**src/sv/plis_pkg.sv**
```systemverilog
`timescale 1ns / 1ps
// ----------------------------------------------------------------------------
// PHY link init sequencer package
// Shared item types, codes and state record of the sequencer.
// ----------------------------------------------------------------------------
package plis_pkg;

	typedef enum logic [1:0] {
		ACT_INIT  = 2'd0,
		ACT_QUERY = 2'd1,
		ACT_RESP  = 2'd2,
		ACT_TICK  = 2'd3
	} action_t;

	typedef enum logic [1:0] {
		KIND_MDIO_RD   = 2'd0,
		KIND_MDIO_WR   = 2'd1,
		KIND_INIT_STAT = 2'd2,
		KIND_LINK_REP  = 2'd3
	} kind_t;

	typedef enum logic [1:0] {
		STAT_OK     = 2'd0,
		STAT_BUSY   = 2'd1,
		STAT_HW_ERR = 2'd2
	} init_status_t;

	typedef enum logic [3:0] {
		PH_IDLE       = 4'd0,
		PH_RST_WR     = 4'd1,
		PH_RST_TICK   = 4'd2,
		PH_RST_RD     = 4'd3,
		PH_AN_TICK    = 4'd4,
		PH_AN_RD      = 4'd5,
		PH_CTL_RD     = 4'd6,
		PH_RA_WR      = 4'd7,
		PH_LU_TICK    = 4'd8,
		PH_LU_RD      = 4'd9,
		PH_UPD_ANAR   = 4'd10,
		PH_UPD_LPANAR = 4'd11,
		PH_UPD_STAT   = 4'd12
	} phase_t;

	typedef enum logic [1:0] {
		CFG_PHY_ADDRESS   = 2'd0,
		CFG_RESET_LIMIT   = 2'd1,
		CFG_AUTONEG_LIMIT = 2'd2,
		CFG_LINK_LIMIT    = 2'd3
	} cfg_index_t;

	localparam logic [4:0] REG_CONTROL = 5'd0;
	localparam logic [4:0] REG_STATUS  = 5'd1;
	localparam logic [4:0] REG_ANAR    = 5'd4;
	localparam logic [4:0] REG_LPANAR  = 5'd5;

	localparam logic [15:0] CTL_RESET_CMD = 16'h8000;

	typedef struct packed {
		logic [1:0]  action;
		logic        force_reset;
		logic        refresh;
		logic        mdio_ok;
		logic [15:0] mdio_data;
	} plis_in_t;

	typedef struct packed {
		logic [1:0]  kind;
		logic [4:0]  dev_addr;
		logic [4:0]  reg_addr;
		logic [15:0] write_data;
		logic [1:0]  status;
		logic [4:0]  link_flags;
	} plis_out_t;

	typedef struct packed {
		logic [4:0]  phy_address;
		logic [15:0] reset_poll_limit;
		logic [15:0] autoneg_poll_limit;
		logic [15:0] link_poll_limit;
	} plis_cfg_t;

	typedef struct packed {
		phase_t      phase;
		logic [15:0] poll_count;
		logic [15:0] control_copy;
		logic [15:0] status_copy;
		logic [15:0] advert_copy;
		logic [4:0]  link_state;
		logic        init_done;
		logic        busy;
		logic        query_owner;
	} plis_state_t;

	localparam plis_state_t STATE_RESET = '{PH_IDLE, 16'd0, 16'd0, 16'd0, 16'd0,
		5'd0, 1'b0, 1'b0, 1'b0};

	localparam plis_cfg_t CFG_RESET = '{5'd1, 16'd1000, 16'd6000, 16'd1000};

endpackage

```
**src/sv/plis_step.sv**
```systemverilog
`timescale 1ns / 1ps
// ----------------------------------------------------------------------------
// PHY link init sequencer step logic
// Next state and result item for one event, given the current state.
// ----------------------------------------------------------------------------
module plis_step import plis_pkg::*; (
	input  plis_state_t st,
	input  plis_cfg_t   cfg,
	input  plis_in_t    item,
	output plis_state_t st_next,
	output logic        res_valid,
	output plis_out_t   res
);

	logic [15:0] d;
	logic        ok;
	logic [15:0] ctl_100;
	logic [15:0] ctl_10;
	logic [4:0]  resolved;
	logic        rst_done;
	logic        an_end;
	logic        lu_end;

	assign d        = item.mdio_data;
	assign ok       = item.mdio_ok;
	assign ctl_100  = (d | 16'h2000) & ~16'h0040;
	assign ctl_10   = (d & ~16'h2000) | 16'h0040;
	assign rst_done = st.poll_count >= cfg.reset_poll_limit;
	assign an_end   = d[5] || (st.poll_count >= cfg.autoneg_poll_limit);
	assign lu_end   = !ok || d[2] || (st.poll_count >= cfg.link_poll_limit);

	always_comb begin
		resolved = 5'd0;
		if ((st.advert_copy & 16'h0180) != 16'd0) begin
			resolved[1] = 1'b1;
		end else if ((st.advert_copy & 16'h0060) != 16'd0) begin
			resolved[2] = 1'b1;
		end
		if ((st.advert_copy & 16'h0140) != 16'd0) begin
			resolved[3] = 1'b1;
		end else if ((st.advert_copy & 16'h00A0) != 16'd0) begin
			resolved[4] = 1'b1;
		end
		resolved[0] = d[2];
	end

	function automatic plis_out_t mk(input kind_t k, input logic [4:0] addr,
		input logic [4:0] ra, input logic [15:0] wd, input init_status_t s,
		input logic [4:0] fl);
		plis_out_t o;
		o.kind       = k;
		o.dev_addr   = (k == KIND_MDIO_RD || k == KIND_MDIO_WR) ? addr : 5'd0;
		o.reg_addr   = (k == KIND_MDIO_RD || k == KIND_MDIO_WR) ? ra : 5'd0;
		o.write_data = (k == KIND_MDIO_WR) ? wd : 16'd0;
		o.status     = (k == KIND_INIT_STAT) ? s : STAT_OK;
		o.link_flags = (k == KIND_LINK_REP) ? fl : 5'd0;
		return o;
	endfunction

	// Next state.
	always_comb begin
		st_next = st;
		case (item.action)
			ACT_INIT: begin
				if (!st.busy) begin
					st_next.busy        = 1'b1;
					st_next.query_owner = 1'b0;
					if (item.force_reset) begin
						st_next.init_done    = 1'b0;
						st_next.link_state   = 5'd0;
						st_next.control_copy = CTL_RESET_CMD;
						st_next.phase        = PH_RST_WR;
					end else if (st.init_done) begin
						st_next.phase = PH_UPD_ANAR;
					end else begin
						st_next.poll_count  = 16'd0;
						st_next.status_copy = 16'd0;
						st_next.phase = (cfg.autoneg_poll_limit == 16'd0) ? PH_CTL_RD : PH_AN_TICK;
					end
				end
			end
			ACT_QUERY: begin
				if (!st.busy && (st.link_state == 5'd0 || item.refresh)) begin
					st_next.busy        = 1'b1;
					st_next.query_owner = 1'b1;
					st_next.phase       = PH_UPD_ANAR;
				end
			end
			ACT_RESP: begin
				case (st.phase)
					PH_RST_WR: begin
						st_next.poll_count = 16'd0;
						if (!ok || cfg.reset_poll_limit == 16'd0) begin
							st_next.busy  = 1'b0;
							st_next.phase = PH_IDLE;
						end else begin
							st_next.phase = PH_RST_TICK;
						end
					end
					PH_RST_RD: begin
						if (!ok) begin
							st_next.busy  = 1'b0;
							st_next.phase = PH_IDLE;
						end else begin
							st_next.control_copy = d;
							if (!d[15]) begin
								st_next.poll_count  = 16'd0;
								st_next.status_copy = 16'd0;
								st_next.phase = (cfg.autoneg_poll_limit == 16'd0) ?
									PH_CTL_RD : PH_AN_TICK;
							end else if (rst_done) begin
								st_next.busy  = 1'b0;
								st_next.phase = PH_IDLE;
							end else begin
								st_next.phase = PH_RST_TICK;
							end
						end
					end
					PH_AN_RD: begin
						if (!ok) begin
							st_next.busy  = 1'b0;
							st_next.phase = PH_IDLE;
						end else begin
							st_next.status_copy = d;
							st_next.phase = an_end ? PH_CTL_RD : PH_AN_TICK;
						end
					end
					PH_CTL_RD: begin
						if (!ok) begin
							st_next.busy  = 1'b0;
							st_next.phase = PH_IDLE;
						end else if (!d[9]) begin
							st_next.control_copy = d;
							st_next.poll_count   = 16'd0;
							st_next.status_copy  = 16'd0;
							st_next.phase = (cfg.link_poll_limit == 16'd0) ?
								PH_UPD_ANAR : PH_LU_TICK;
						end else if ((st.status_copy & 16'hA200) != 16'd0) begin
							st_next.control_copy = ctl_100;
							st_next.link_state   = st.link_state | 5'b10010;
							st_next.phase        = PH_RA_WR;
						end else if (st.status_copy[11]) begin
							st_next.control_copy = ctl_10;
							st_next.link_state   = st.link_state | 5'b10100;
							st_next.phase        = PH_RA_WR;
						end else begin
							st_next.control_copy = d;
							st_next.busy         = 1'b0;
							st_next.phase        = PH_IDLE;
						end
					end
					PH_RA_WR: begin
						st_next.poll_count  = 16'd0;
						st_next.status_copy = 16'd0;
						if (cfg.link_poll_limit != 16'd0) begin
							st_next.phase = PH_LU_TICK;
						end else if (st.control_copy[9]) begin
							st_next.init_done = 1'b1;
							st_next.busy      = 1'b0;
							st_next.phase     = PH_IDLE;
						end else begin
							st_next.phase = PH_UPD_ANAR;
						end
					end
					PH_LU_RD: begin
						st_next.status_copy = d;
						if (!lu_end) begin
							st_next.phase = PH_LU_TICK;
						end else if (st.control_copy[9]) begin
							st_next.link_state = st.link_state | {4'd0, d[2]};
							st_next.init_done  = 1'b1;
							st_next.busy       = 1'b0;
							st_next.phase      = PH_IDLE;
						end else begin
							st_next.phase = PH_UPD_ANAR;
						end
					end
					PH_UPD_ANAR, PH_UPD_LPANAR, PH_UPD_STAT: begin
						if (ok && st.phase == PH_UPD_ANAR) begin
							st_next.advert_copy = d;
							st_next.phase       = PH_UPD_LPANAR;
						end else if (ok && st.phase == PH_UPD_LPANAR) begin
							st_next.advert_copy = st.advert_copy & d;
							st_next.phase       = PH_UPD_STAT;
						end else begin
							if (ok) begin
								st_next.status_copy = d;
								st_next.link_state  = resolved;
							end
							st_next.busy  = 1'b0;
							st_next.phase = PH_IDLE;
							if (st.query_owner) begin
								st_next.query_owner = 1'b0;
							end else if (ok || st.init_done) begin
								st_next.init_done = 1'b1;
							end
						end
					end
					default: begin
						st_next = st;
					end
				endcase
			end
			default: begin
				if (st.phase == PH_RST_TICK || st.phase == PH_AN_TICK ||
					st.phase == PH_LU_TICK) begin
					st_next.poll_count = st.poll_count + 16'd1;
					case (st.phase)
						PH_RST_TICK: st_next.phase = PH_RST_RD;
						PH_AN_TICK:  st_next.phase = PH_AN_RD;
						default:     st_next.phase = PH_LU_RD;
					endcase
				end
			end
		endcase
	end

	// Result item.
	always_comb begin
		res_valid = 1'b0;
		res       = '0;
		case (item.action)
			ACT_INIT: begin
				res_valid = 1'b1;
				if (st.busy) begin
					res = mk(KIND_INIT_STAT, cfg.phy_address, REG_CONTROL, 16'd0, STAT_BUSY, 5'd0);
				end else if (item.force_reset) begin
					res = mk(KIND_MDIO_WR, cfg.phy_address, REG_CONTROL, CTL_RESET_CMD,
						STAT_OK, 5'd0);
				end else if (st.init_done) begin
					res = mk(KIND_MDIO_RD, cfg.phy_address, REG_ANAR, 16'd0, STAT_OK, 5'd0);
				end else if (cfg.autoneg_poll_limit == 16'd0) begin
					res = mk(KIND_MDIO_RD, cfg.phy_address, REG_CONTROL, 16'd0, STAT_OK, 5'd0);
				end else begin
					res_valid = 1'b0;
				end
			end
			ACT_QUERY: begin
				res_valid = 1'b1;
				if (st.busy || !(st.link_state == 5'd0 || item.refresh)) begin
					res = mk(KIND_LINK_REP, cfg.phy_address, REG_CONTROL, 16'd0, STAT_OK,
						st.link_state);
				end else begin
					res = mk(KIND_MDIO_RD, cfg.phy_address, REG_ANAR, 16'd0, STAT_OK, 5'd0);
				end
			end
			ACT_RESP: begin
				case (st.phase)
					PH_RST_WR: begin
						if (!ok || cfg.reset_poll_limit == 16'd0) begin
							res_valid = 1'b1;
							res = mk(KIND_INIT_STAT, cfg.phy_address, REG_CONTROL, 16'd0,
								STAT_HW_ERR, 5'd0);
						end
					end
					PH_RST_RD: begin
						if (!ok || (d[15] && rst_done)) begin
							res_valid = 1'b1;
							res = mk(KIND_INIT_STAT, cfg.phy_address, REG_CONTROL, 16'd0,
								STAT_HW_ERR, 5'd0);
						end else if (!d[15] && cfg.autoneg_poll_limit == 16'd0) begin
							res_valid = 1'b1;
							res = mk(KIND_MDIO_RD, cfg.phy_address, REG_CONTROL, 16'd0,
								STAT_OK, 5'd0);
						end
					end
					PH_AN_RD: begin
						if (!ok) begin
							res_valid = 1'b1;
							res = mk(KIND_INIT_STAT, cfg.phy_address, REG_CONTROL, 16'd0,
								STAT_HW_ERR, 5'd0);
						end else if (an_end) begin
							res_valid = 1'b1;
							res = mk(KIND_MDIO_RD, cfg.phy_address, REG_CONTROL, 16'd0,
								STAT_OK, 5'd0);
						end
					end
					PH_CTL_RD: begin
						res_valid = 1'b1;
						if (!ok) begin
							res = mk(KIND_INIT_STAT, cfg.phy_address, REG_CONTROL, 16'd0,
								STAT_HW_ERR, 5'd0);
						end else if (!d[9]) begin
							res_valid = (cfg.link_poll_limit == 16'd0);
							res = mk(KIND_MDIO_RD, cfg.phy_address, REG_ANAR, 16'd0,
								STAT_OK, 5'd0);
						end else if ((st.status_copy & 16'hA200) != 16'd0) begin
							res = mk(KIND_MDIO_WR, cfg.phy_address, REG_CONTROL, ctl_100,
								STAT_OK, 5'd0);
						end else if (st.status_copy[11]) begin
							res = mk(KIND_MDIO_WR, cfg.phy_address, REG_CONTROL, ctl_10,
								STAT_OK, 5'd0);
						end else begin
							res = mk(KIND_INIT_STAT, cfg.phy_address, REG_CONTROL, 16'd0,
								STAT_HW_ERR, 5'd0);
						end
					end
					PH_RA_WR, PH_LU_RD: begin
						if ((st.phase == PH_RA_WR && cfg.link_poll_limit == 16'd0) ||
							(st.phase == PH_LU_RD && lu_end)) begin
							res_valid = 1'b1;
							if (st.control_copy[9]) begin
								res = mk(KIND_INIT_STAT, cfg.phy_address, REG_CONTROL, 16'd0,
									STAT_OK, 5'd0);
							end else begin
								res = mk(KIND_MDIO_RD, cfg.phy_address, REG_ANAR, 16'd0,
									STAT_OK, 5'd0);
							end
						end
					end
					PH_UPD_ANAR, PH_UPD_LPANAR, PH_UPD_STAT: begin
						res_valid = 1'b1;
						if (ok && st.phase == PH_UPD_ANAR) begin
							res = mk(KIND_MDIO_RD, cfg.phy_address, REG_LPANAR, 16'd0,
								STAT_OK, 5'd0);
						end else if (ok && st.phase == PH_UPD_LPANAR) begin
							res = mk(KIND_MDIO_RD, cfg.phy_address, REG_STATUS, 16'd0,
								STAT_OK, 5'd0);
						end else if (st.query_owner) begin
							res = mk(KIND_LINK_REP, cfg.phy_address, REG_CONTROL, 16'd0,
								STAT_OK, ok ? resolved : st.link_state);
						end else if (ok || st.init_done) begin
							res = mk(KIND_INIT_STAT, cfg.phy_address, REG_CONTROL, 16'd0,
								STAT_OK, 5'd0);
						end else begin
							res = mk(KIND_INIT_STAT, cfg.phy_address, REG_CONTROL, 16'd0,
								STAT_HW_ERR, 5'd0);
						end
					end
					default: begin
						res_valid = 1'b0;
					end
				endcase
			end
			default: begin
				res_valid = 1'b1;
				case (st.phase)
					PH_RST_TICK: begin
						res = mk(KIND_MDIO_RD, cfg.phy_address, REG_CONTROL, 16'd0,
							STAT_OK, 5'd0);
					end
					PH_AN_TICK, PH_LU_TICK: begin
						res = mk(KIND_MDIO_RD, cfg.phy_address, REG_STATUS, 16'd0,
							STAT_OK, 5'd0);
					end
					default: begin
						res_valid = 1'b0;
					end
				endcase
			end
		endcase
	end

endmodule

```
**src/sv/phy_link_init_sequencer.sv**
```systemverilog
`timescale 1ns / 1ps
// ----------------------------------------------------------------------------
// PHY link init sequencer
// Drives PHY reset, autonegotiation and link resolution over MDIO requests.
// ----------------------------------------------------------------------------
//  Channel  Signals                        Moves
//  in       in_valid in_ready in_data      one event item
//  out      out_valid out_ready out_data   one request, status or reply item
//  cfg      cfg_we cfg_index cfg_wdata     one register write
//
// An accepted item is registered, evaluated from that register, and its result
// is shown from the output register once that register can take it.
// One item is taken per cycle unless the output register stalls, the only
// stall point; a full output register being drained still lets items move.
// Events that cause no result leave no item in the output register.
// Reset clears the sequencer state and restores the register defaults.
// ----------------------------------------------------------------------------
module phy_link_init_sequencer import plis_pkg::*; (
	input  logic       clk,
	input  logic       arst_n,
	input  logic       in_valid,
	output logic       in_ready,
	input  plis_in_t   in_data,
	output logic       out_valid,
	input  logic       out_ready,
	output plis_out_t  out_data,
	input  logic       cfg_we,
	input  logic [1:0] cfg_index,
	input  logic [15:0] cfg_wdata
);

	plis_state_t st_q;
	plis_state_t st_d;
	plis_cfg_t   cfg_q;
	logic        valid_s1;
	plis_in_t    item_s1;
	logic        out_valid_q;
	plis_out_t   out_q;
	logic        res_valid;
	plis_out_t   res;
	logic        adv;

	assign adv       = !out_valid_q || out_ready;
	assign in_ready  = !valid_s1 || adv;
	assign out_valid = out_valid_q;
	assign out_data  = out_q;

	plis_step u_step (
		.st        (st_q),
		.cfg       (cfg_q),
		.item      (item_s1),
		.st_next   (st_d),
		.res_valid (res_valid),
		.res       (res)
	);

	always_ff @(posedge clk or negedge arst_n) begin
		if (!arst_n) begin
			cfg_q <= CFG_RESET;
		end else if (cfg_we) begin
			case (cfg_index)
				CFG_PHY_ADDRESS:   cfg_q.phy_address        <= cfg_wdata[4:0];
				CFG_RESET_LIMIT:   cfg_q.reset_poll_limit   <= cfg_wdata;
				CFG_AUTONEG_LIMIT: cfg_q.autoneg_poll_limit <= cfg_wdata;
				default:           cfg_q.link_poll_limit    <= cfg_wdata;
			endcase
		end
	end

	always_ff @(posedge clk or negedge arst_n) begin
		if (!arst_n) begin
			valid_s1    <= 1'b0;
			out_valid_q <= 1'b0;
			st_q        <= STATE_RESET;
		end else begin
			if (in_ready) begin
				valid_s1 <= in_valid;
			end
			if (adv) begin
				out_valid_q <= valid_s1 && res_valid;
			end
			if (valid_s1 && adv) begin
				st_q <= st_d;
			end
		end
	end

	always_ff @(posedge clk) begin
		if (in_valid && in_ready) begin
			item_s1 <= in_data;
		end
		if (adv && valid_s1 && res_valid) begin
			out_q <= res;
		end
	end

`ifndef NO_ASSERTIONS
	a_idle_when_free: assert property (@(posedge clk) disable iff (!arst_n)
		!st_q.busy |-> st_q.phase == PH_IDLE)
		else $error("sequencer left idle while not busy");

	a_owner_busy: assert property (@(posedge clk) disable iff (!arst_n)
		st_q.query_owner |-> st_q.busy)
		else $error("query owner set without a running sequence");

	a_result_source: assert property (@(posedge clk) disable iff (!arst_n)
		(out_valid_q && !$past(out_valid_q)) |-> $past(valid_s1))
		else $error("result item appeared without an evaluated item");

	a_state_hold: assert property (@(posedge clk) disable iff (!arst_n)
		!valid_s1 |=> $stable(st_q))
		else $error("sequencer state changed without an item");
`endif

endmodule

```
**config.mk**
```make
export PLATFORM = sky130hd
export DESIGN_NAME = phy_link_init_sequencer
export DESIGN_NICKNAME = d
export VERILOG_FILES = /design/src/sv/plis_pkg.sv /design/src/sv/plis_step.sv /design/src/sv/phy_link_init_sequencer.sv
export SDC_FILE = /design/constraint.sdc
export NUM_CORES = 1
export LEC_CHECK = 0
export BUFFER_PORTS_ARGS = -buffer_cell sky130_fd_sc_hd__buf_2
export CORE_ASPECT_RATIO = 1.75
export CORE_MARGIN = 1
export CORE_UTILIZATION = 55
export CTS_CLUSTER_DIAMETER = 30
export DETAILED_ROUTE_END_ITERATION = 10
export PLACE_DENSITY_LB_ADDON = 0.25
export SLEW_MARGIN = 10
export SYNTH_ARGS = -nofsm -noshare
export SYNTH_HDL_FRONTEND = slang
export SYNTH_SLANG_ARGS = --single-unit
export TNS_END_PERCENT = 30
```
**constraint.sdc**
```tcl
create_clock -name clk -period 5.7 [get_ports clk]
set_clock_uncertainty 0.1 [all_clocks]
set_input_delay 1.14 -clock clk [delete_from_list [all_inputs] [get_ports clk]]
set_output_delay 1.14 -clock clk [all_outputs]
set_load 0.01 [all_outputs]
```
# After elaboration in Yosys (flattened, before gate mapping)
# Index checks and enable logic that the tools add are counted.
word_totals:
  regBits: 181
  latchBits: 0
  mem_bits_rw: 0
  rom_bits: 0
  input_bits: 44
  out_inout_bits: 37
  mem_count: 0
op_classes:
  add_sub_neg: 1
  multipliers: 0
  div: 0
  order_cmp: 3
  n_eq_ne: 56
  shifts: 0
  mux: 120
  bitwise_logic: 4
  reduce_logical: 69
op_table:
  columns: ["cell", "n"]
  rows:
  - ["2-to-1 mux 35 bit", 16]
  - ["one-hot mux 35 bit (6 select lines)", 1]
  - ["2-to-1 mux 16 bit", 10]
  - ["one-hot mux 35 bit (3 select lines)", 1]
  - ["2-to-1 mux 33 bit", 3]
  - ["2-to-1 mux 48 bit", 2]
  - ["one-hot mux 16 bit (3 select lines)", 2]
  - ["one-hot mux 16 bit (6 select lines)", 1]
  - ["nonzero test 16 bit", 6]
  - ["one-hot mux 33 bit (2 select lines)", 1]
  - ["2-to-1 mux 52 bit", 1]
  - ["one-hot mux 26 bit (2 select lines)", 1]
  - ["greater-or-equal comparator 16 bit", 3]
  - ["zero test 16 bit", 3]
  - ["2-to-1 mux 4 bit", 12]
  - ["inequality test 3 bit (second input constant)", 15]
  - ["2-to-1 mux 14 bit", 3]
  - ["AND reduction 12 bit", 3]
  - ["2-to-1 mux 1 bit", 31]
  - ["one-hot mux 4 bit (7 select lines)", 1]
  - ["AND reduction 13 bit", 2]
  - ["2-to-1 mux 5 bit", 5]
  - ["2-to-1 mux 8 bit", 3]
  - ["2-to-1 mux 7 bit", 3]
  - ["other kinds (48)", 124]

# Depth between registers and ports, before layout
logic_depth:
  word_depth: 9
  depth_mapped: 10
  mapped_depth_nobuf: 9

# By module
# A second synthesis with hierarchy kept.
unflattened:
  cells_unflattened: 922
  area_unflattened_um2: 10480.1
modules_own_cells:
  columns: ["mod", "n_inst", "cells_per_inst", "area_each_um2", "seq_area_each_um2"]
  rows:
  - ["phy_link_init_sequencer", 1, 340, 6775.2, 4984.8]
  - ["plis_step", 1, 582, 3704.8, 0.0]

# Least setup slack after synthesis
# No wires, ideal clock.
synth_timing:
  path_kind: "register to register"
  from: "register cfg_q[41] (netlist bit)"
  to: "register out_q (netlist bit out_data[0]), enable pin"
  setup_ns: 0.392
  arrival_ns: 2.644
  required_ns: 5.208
  setup_slack_ns: 2.564
  stages_incl_launch_ff: 10
  synth_period_minus_slack_ns: 3.136
  path_cell_list: "dfstp_2 inv_1 ha_1 nand4_1 nor2_1 o21ai_0 a221oi_1 o221ai_1 nand4b_1 and4b_1"
synth_between:
  elab_chain_len: 7
synth_lines:
  columns: ["item", "line_no", "source"]
  rows:
  - ["start: declaration", "phy_link_init_sequencer.sv:34", "plis_cfg_t cfg_q;"]
  - ["greater-or-equal comparator 16 bit", "plis_step.sv:28", "assign rst_done = st.poll_count >= cfg.reset_poll_limit;"]
  - ["logical AND 1 bit", "plis_step.sv:257", "if (!ok || (d[15] && rst_done)) begin"]
  - ["logical OR 1 bit", "plis_step.sv:257", null]
  - ["2-to-1 mux 1 bit", "plis_step.sv:257", null]
  - ["one-hot mux 1 bit (6 select lines) *", "plis_step.sv:248", "case (st.phase)"]
  - ["one-hot mux 1 bit (3 select lines) *", "plis_step.sv:222", "case (item.action)"]
  - ["logical AND 1 bit *", "phy_link_init_sequencer.sv:92", "if (adv && valid_s1 && res_valid) begin"]
  - ["end signal: assignment", "phy_link_init_sequencer.sv:93", "out_q <= res;"]
  - ["end: declaration", "phy_link_init_sequencer.sv:38", "plis_out_t out_q;"]
# Every way passes the cells marked *; elsewhere a longest branch is shown, timed or not.
# A chain may end at the register's enable or synchronous reset.

# Final worst setup path
layout_timing:
  from: "register st_q[72] (netlist bit)"
  to: "register out_q (netlist bit out_data[9]), enable pin"
layout_between:
  elab_chain_len: 7
layout_lines:
  columns: ["item", "line_no", "source"]
  rows:
  - ["start: declaration", "phy_link_init_sequencer.sv:32", "plis_state_t st_q;"]
  - ["start signal: assignment", "phy_link_init_sequencer.sv:83", "st_q <= st_d;"]
  - ["equality test 4 x 3 -> 1 bit or equality test 4 bit (tied branches)", "plis_step.sv:248, plis_step.sv:299, plis_step.sv:300", null]
  - ["logical AND 1 bit, on equally long branches", "plis_step.sv:299, plis_step.sv:300", null]
  - ["logical OR 1 bit", "plis_step.sv:299", "if ((st.phase == PH_RA_WR && cfg.link_poll_limit == 16'd0) ||"]
  - ["2-to-1 mux 1 bit", "plis_step.sv:299", null]
  - ["one-hot mux 1 bit (6 select lines)", "plis_step.sv:248", null]
  - ["one-hot mux 1 bit (3 select lines) *", "plis_step.sv:222", null]
  - ["logical AND 1 bit *", "phy_link_init_sequencer.sv:92", null]
# Marks and branches as above.

==> run metrics <==
status finished clean; Root Buffer clkbuf_16; most numerous cell in the Yosys netlist dfrtp_1; Crit Path Max Fanout 26; internal power 2.50 mW; DRT Wirelength 22.1 mm; Synthesis Warnings 0; Top FF cell, synth dfrtp_1; combinational cell fraction of total power 0.300; TNS Setup 0 ns; RD Place Congestion 0.979; dpl cell area 8690 sq um; clock net sink count 145; DRT met1 WL 7.67 mm; first-pass GRT wire length 34.4 mm; Clock Latency Late Sink 0.43 ns; Worst Setup EP out_data[9]; Total GRT Usage 0.302; Post-CTS Setup Inserts 0; final hold violations 0; Area growth syn-to-layout 13.5%; Netlist cell types 63; DR vias/cell 6.26; cells on worst reg2reg path 6; Post-layout nets 964; metal2 WL 11.9 mm; share of layout cells above drive strength 1 0.222; Critical Path AT 3.64 ns; Post-synth EDFFs 53; antenna-violating nets left 0; GRT Residual Overflow 0; fin crit share 0.639; Synth top cells by count dfrtp_1, nand2_1, o21ai_0; Worst-Margin Slew 1.17 ns; Setup CP Type reg -> reg; full die area 15,400 sq um; RR Endpoint out_data[9]; synthesized instance count 802; Pleak 4.01 nW; area taken by flip-flops and latches 3920 sq um; core area 14,400 sq um; die width 94.2 microns; hold buffers post-CTS 0; CTS tree built; worst flop-to-flop path startpoint st_q[72]; largest cells by area after synthesis dfrtp_1, edfxtp_1, mux2_2; Max Slew Vio Count 0; met3 routed WL 812 microns; Power Dens Cells 427 nW/um^2; initial antenna violation count 0; via count 6,658; Max Cap Viol 0; Starting Density 0.566; Largest stage delay, worst path 0.87 ns; vias in the first global route 6,825; sw frac 0.370; Slowest cell on crit path dfrtp_1; post-CTS sizing 0; Seq pwr share 0.413; htree depth 4; I/O pins 81; post-DP HPWL 16.6 mm; CP Launch Type register; largest net degree at the start of global routing 65; sequential fraction of the synthesis area 0.479; number of DRC markers in iteration 0 343; Worst IR Drop VDD 0.000299 V; Clock power frac 0.287; total CTS buffers 17; crit path launch st_q[72]; critical path endpoint category register; design area 9290 sq um; fill count 1,171; Core Rows 58; R2R Setup Slk 2.06 ns; Synth Register Bits 145; Clk pin slew, worst setup/hold paths 0.06 ns; HP Class reg -> reg; I/O Buffers 77; Critical Path RT 5.70 ns; clock buffer depth 2; Yosys top cell by area dfrtp_1; uppermost layer routed met4; top cell type's share of synthesized area 0.220; mapped cell area 8180 sq um; syn avg cell area 10.2 sq um; post-layout min period 3.64 ns; worst path cell trace nand2b_1, or2_0, o211ai_1, nand4b_1, and4b_1, buf_4; diode count 0; drt drc 0; async set-reset flop share out of synthesis 0.634; drt pass-1 iters 7; final setup vio count 0; area of the multi-input gates 3900 sq um; Die Span Y 163 microns; routed len/inst 20.8 microns; Psw 1.47 mW; Worst slew margin 0.211; RSZ-0062 raised after global routing no; maximum clock rate 0.274 GHz
[cell usage in the layout (no fill, tap or decap), types with 4 or more instances in the layout]
master and instances:
o41ai_1 5, nand2b_1 15, nand4_1 13, inv_6 4
nor3b_1 5, a22o_1 6, nor2_1 54, and2_1 18
o21a_1 7, nor4_1 14, clkbuf_16 17, nor2b_1 14
o221ai_1 5, edfxtp_1 53, a21o_1 7, o21ai_0 58
o211ai_1 6, nand2_1 65, and3_1 8, nand3b_1 8
nand3_1 19, nor3_1 17, o22a_1 5, or3_1 8
a21oi_1 38, dfstp_2 20, inv_1 57, a211oi_1 10
mux2_2 57, dfrtp_1 72, buf_2 76, ha_1 49
buf_4 6
[cells by family after synthesis]
group	count (synthesis)	share of synthesized area
AO/OA/AOI/OAI	182	0.143
XOR/XNOR	3	0.00321
adder cells (fa/ha/maj)	49	0.0750
buffers and inverters	91	0.0447
flip-flops	145	0.479
multiplexers	60	0.0823
other	1	0.000458
AND/OR/NAND/NOR	271	0.172
[layout make-up]
cell class                      instances  share of cell area
Clock buffer                           17              0.0458
Clock inverter                         15              0.0187
Inverter                               57              0.0230
Multi-Input combinational cell        568               0.420
Sequential cell                       145               0.422
Tap cell                              180              0.0243
Timing Repair Buffer                   82              0.0458
[through the flow]
stage / worst slack [ns] / hold WS, ns / util / power, mW / instances
floorplan: 2.56 / 0.345 / - / 2.40 / 804
global placement: 2.25 / 0.374 / 0.601 / 2.77 / 1032
detailed placement: 2.14 / 0.381 / 0.601 / 2.82 / 1032
CTS: 2.12 / 0.391 / 0.643 / 3.96 / 1064
global route: 1.85 / 0.413 / 0.643 / 4.17 / 1064
finish: 2.06 / 0.384 / 0.643 / 3.97 / 1064
[state kept, by name, indices dropped and copies added, names as in the netlist]
name	flops
valid_s1	1
cfg_q	53
out_valid	1
item_s1	21
st_q	37
out_data	32
[worst max-delay path: cells and delay by family, from the launching register on]
kind / cells / cell delay [ns]
flip-flops: 1 / 0.87
AO/OA/AOI/OAI: 1 / 0.39
buffers and inverters: 1 / 0.39
AND/OR/NAND/NOR: 4 / 1.54
[power groups by stage]
stage | clock (mW) | combinational [mW] | sequential, mW
finish | 1.14 | 1.19 | 1.64
global route | 1.19 | 1.31 | 1.67
CTS | 1.15 | 1.18 | 1.63
detailed placement | 0 | 1.17 | 1.65
global placement | 0 | 1.14 | 1.64
floorplan | 0 | 0.853 | 1.54
[worst min-delay path by stage]
stage | from | to | cells past startpoint
3_3_place_gp | item_s1[6] | st_q[14] | 1
6_report | item_s1[6] | st_q[14] | 1
3_5_place_dp | item_s1[6] | st_q[14] | 1
4_1_cts | item_s1[6] | st_q[14] | 1
5_1_grt | item_s1[6] | st_q[14] | 1
2_1_floorplan | item_s1[13] | st_q[37] | 2
[routing by layer]
layer  vias to the layer above  track usage
met5                         -            0
met1                      3234        0.301
met3                       102       0.0391
met2                       258        0.547
li1                       3064            -
met4                         0        0.241
No activity file was read; power rests on OpenSTA's default activity.
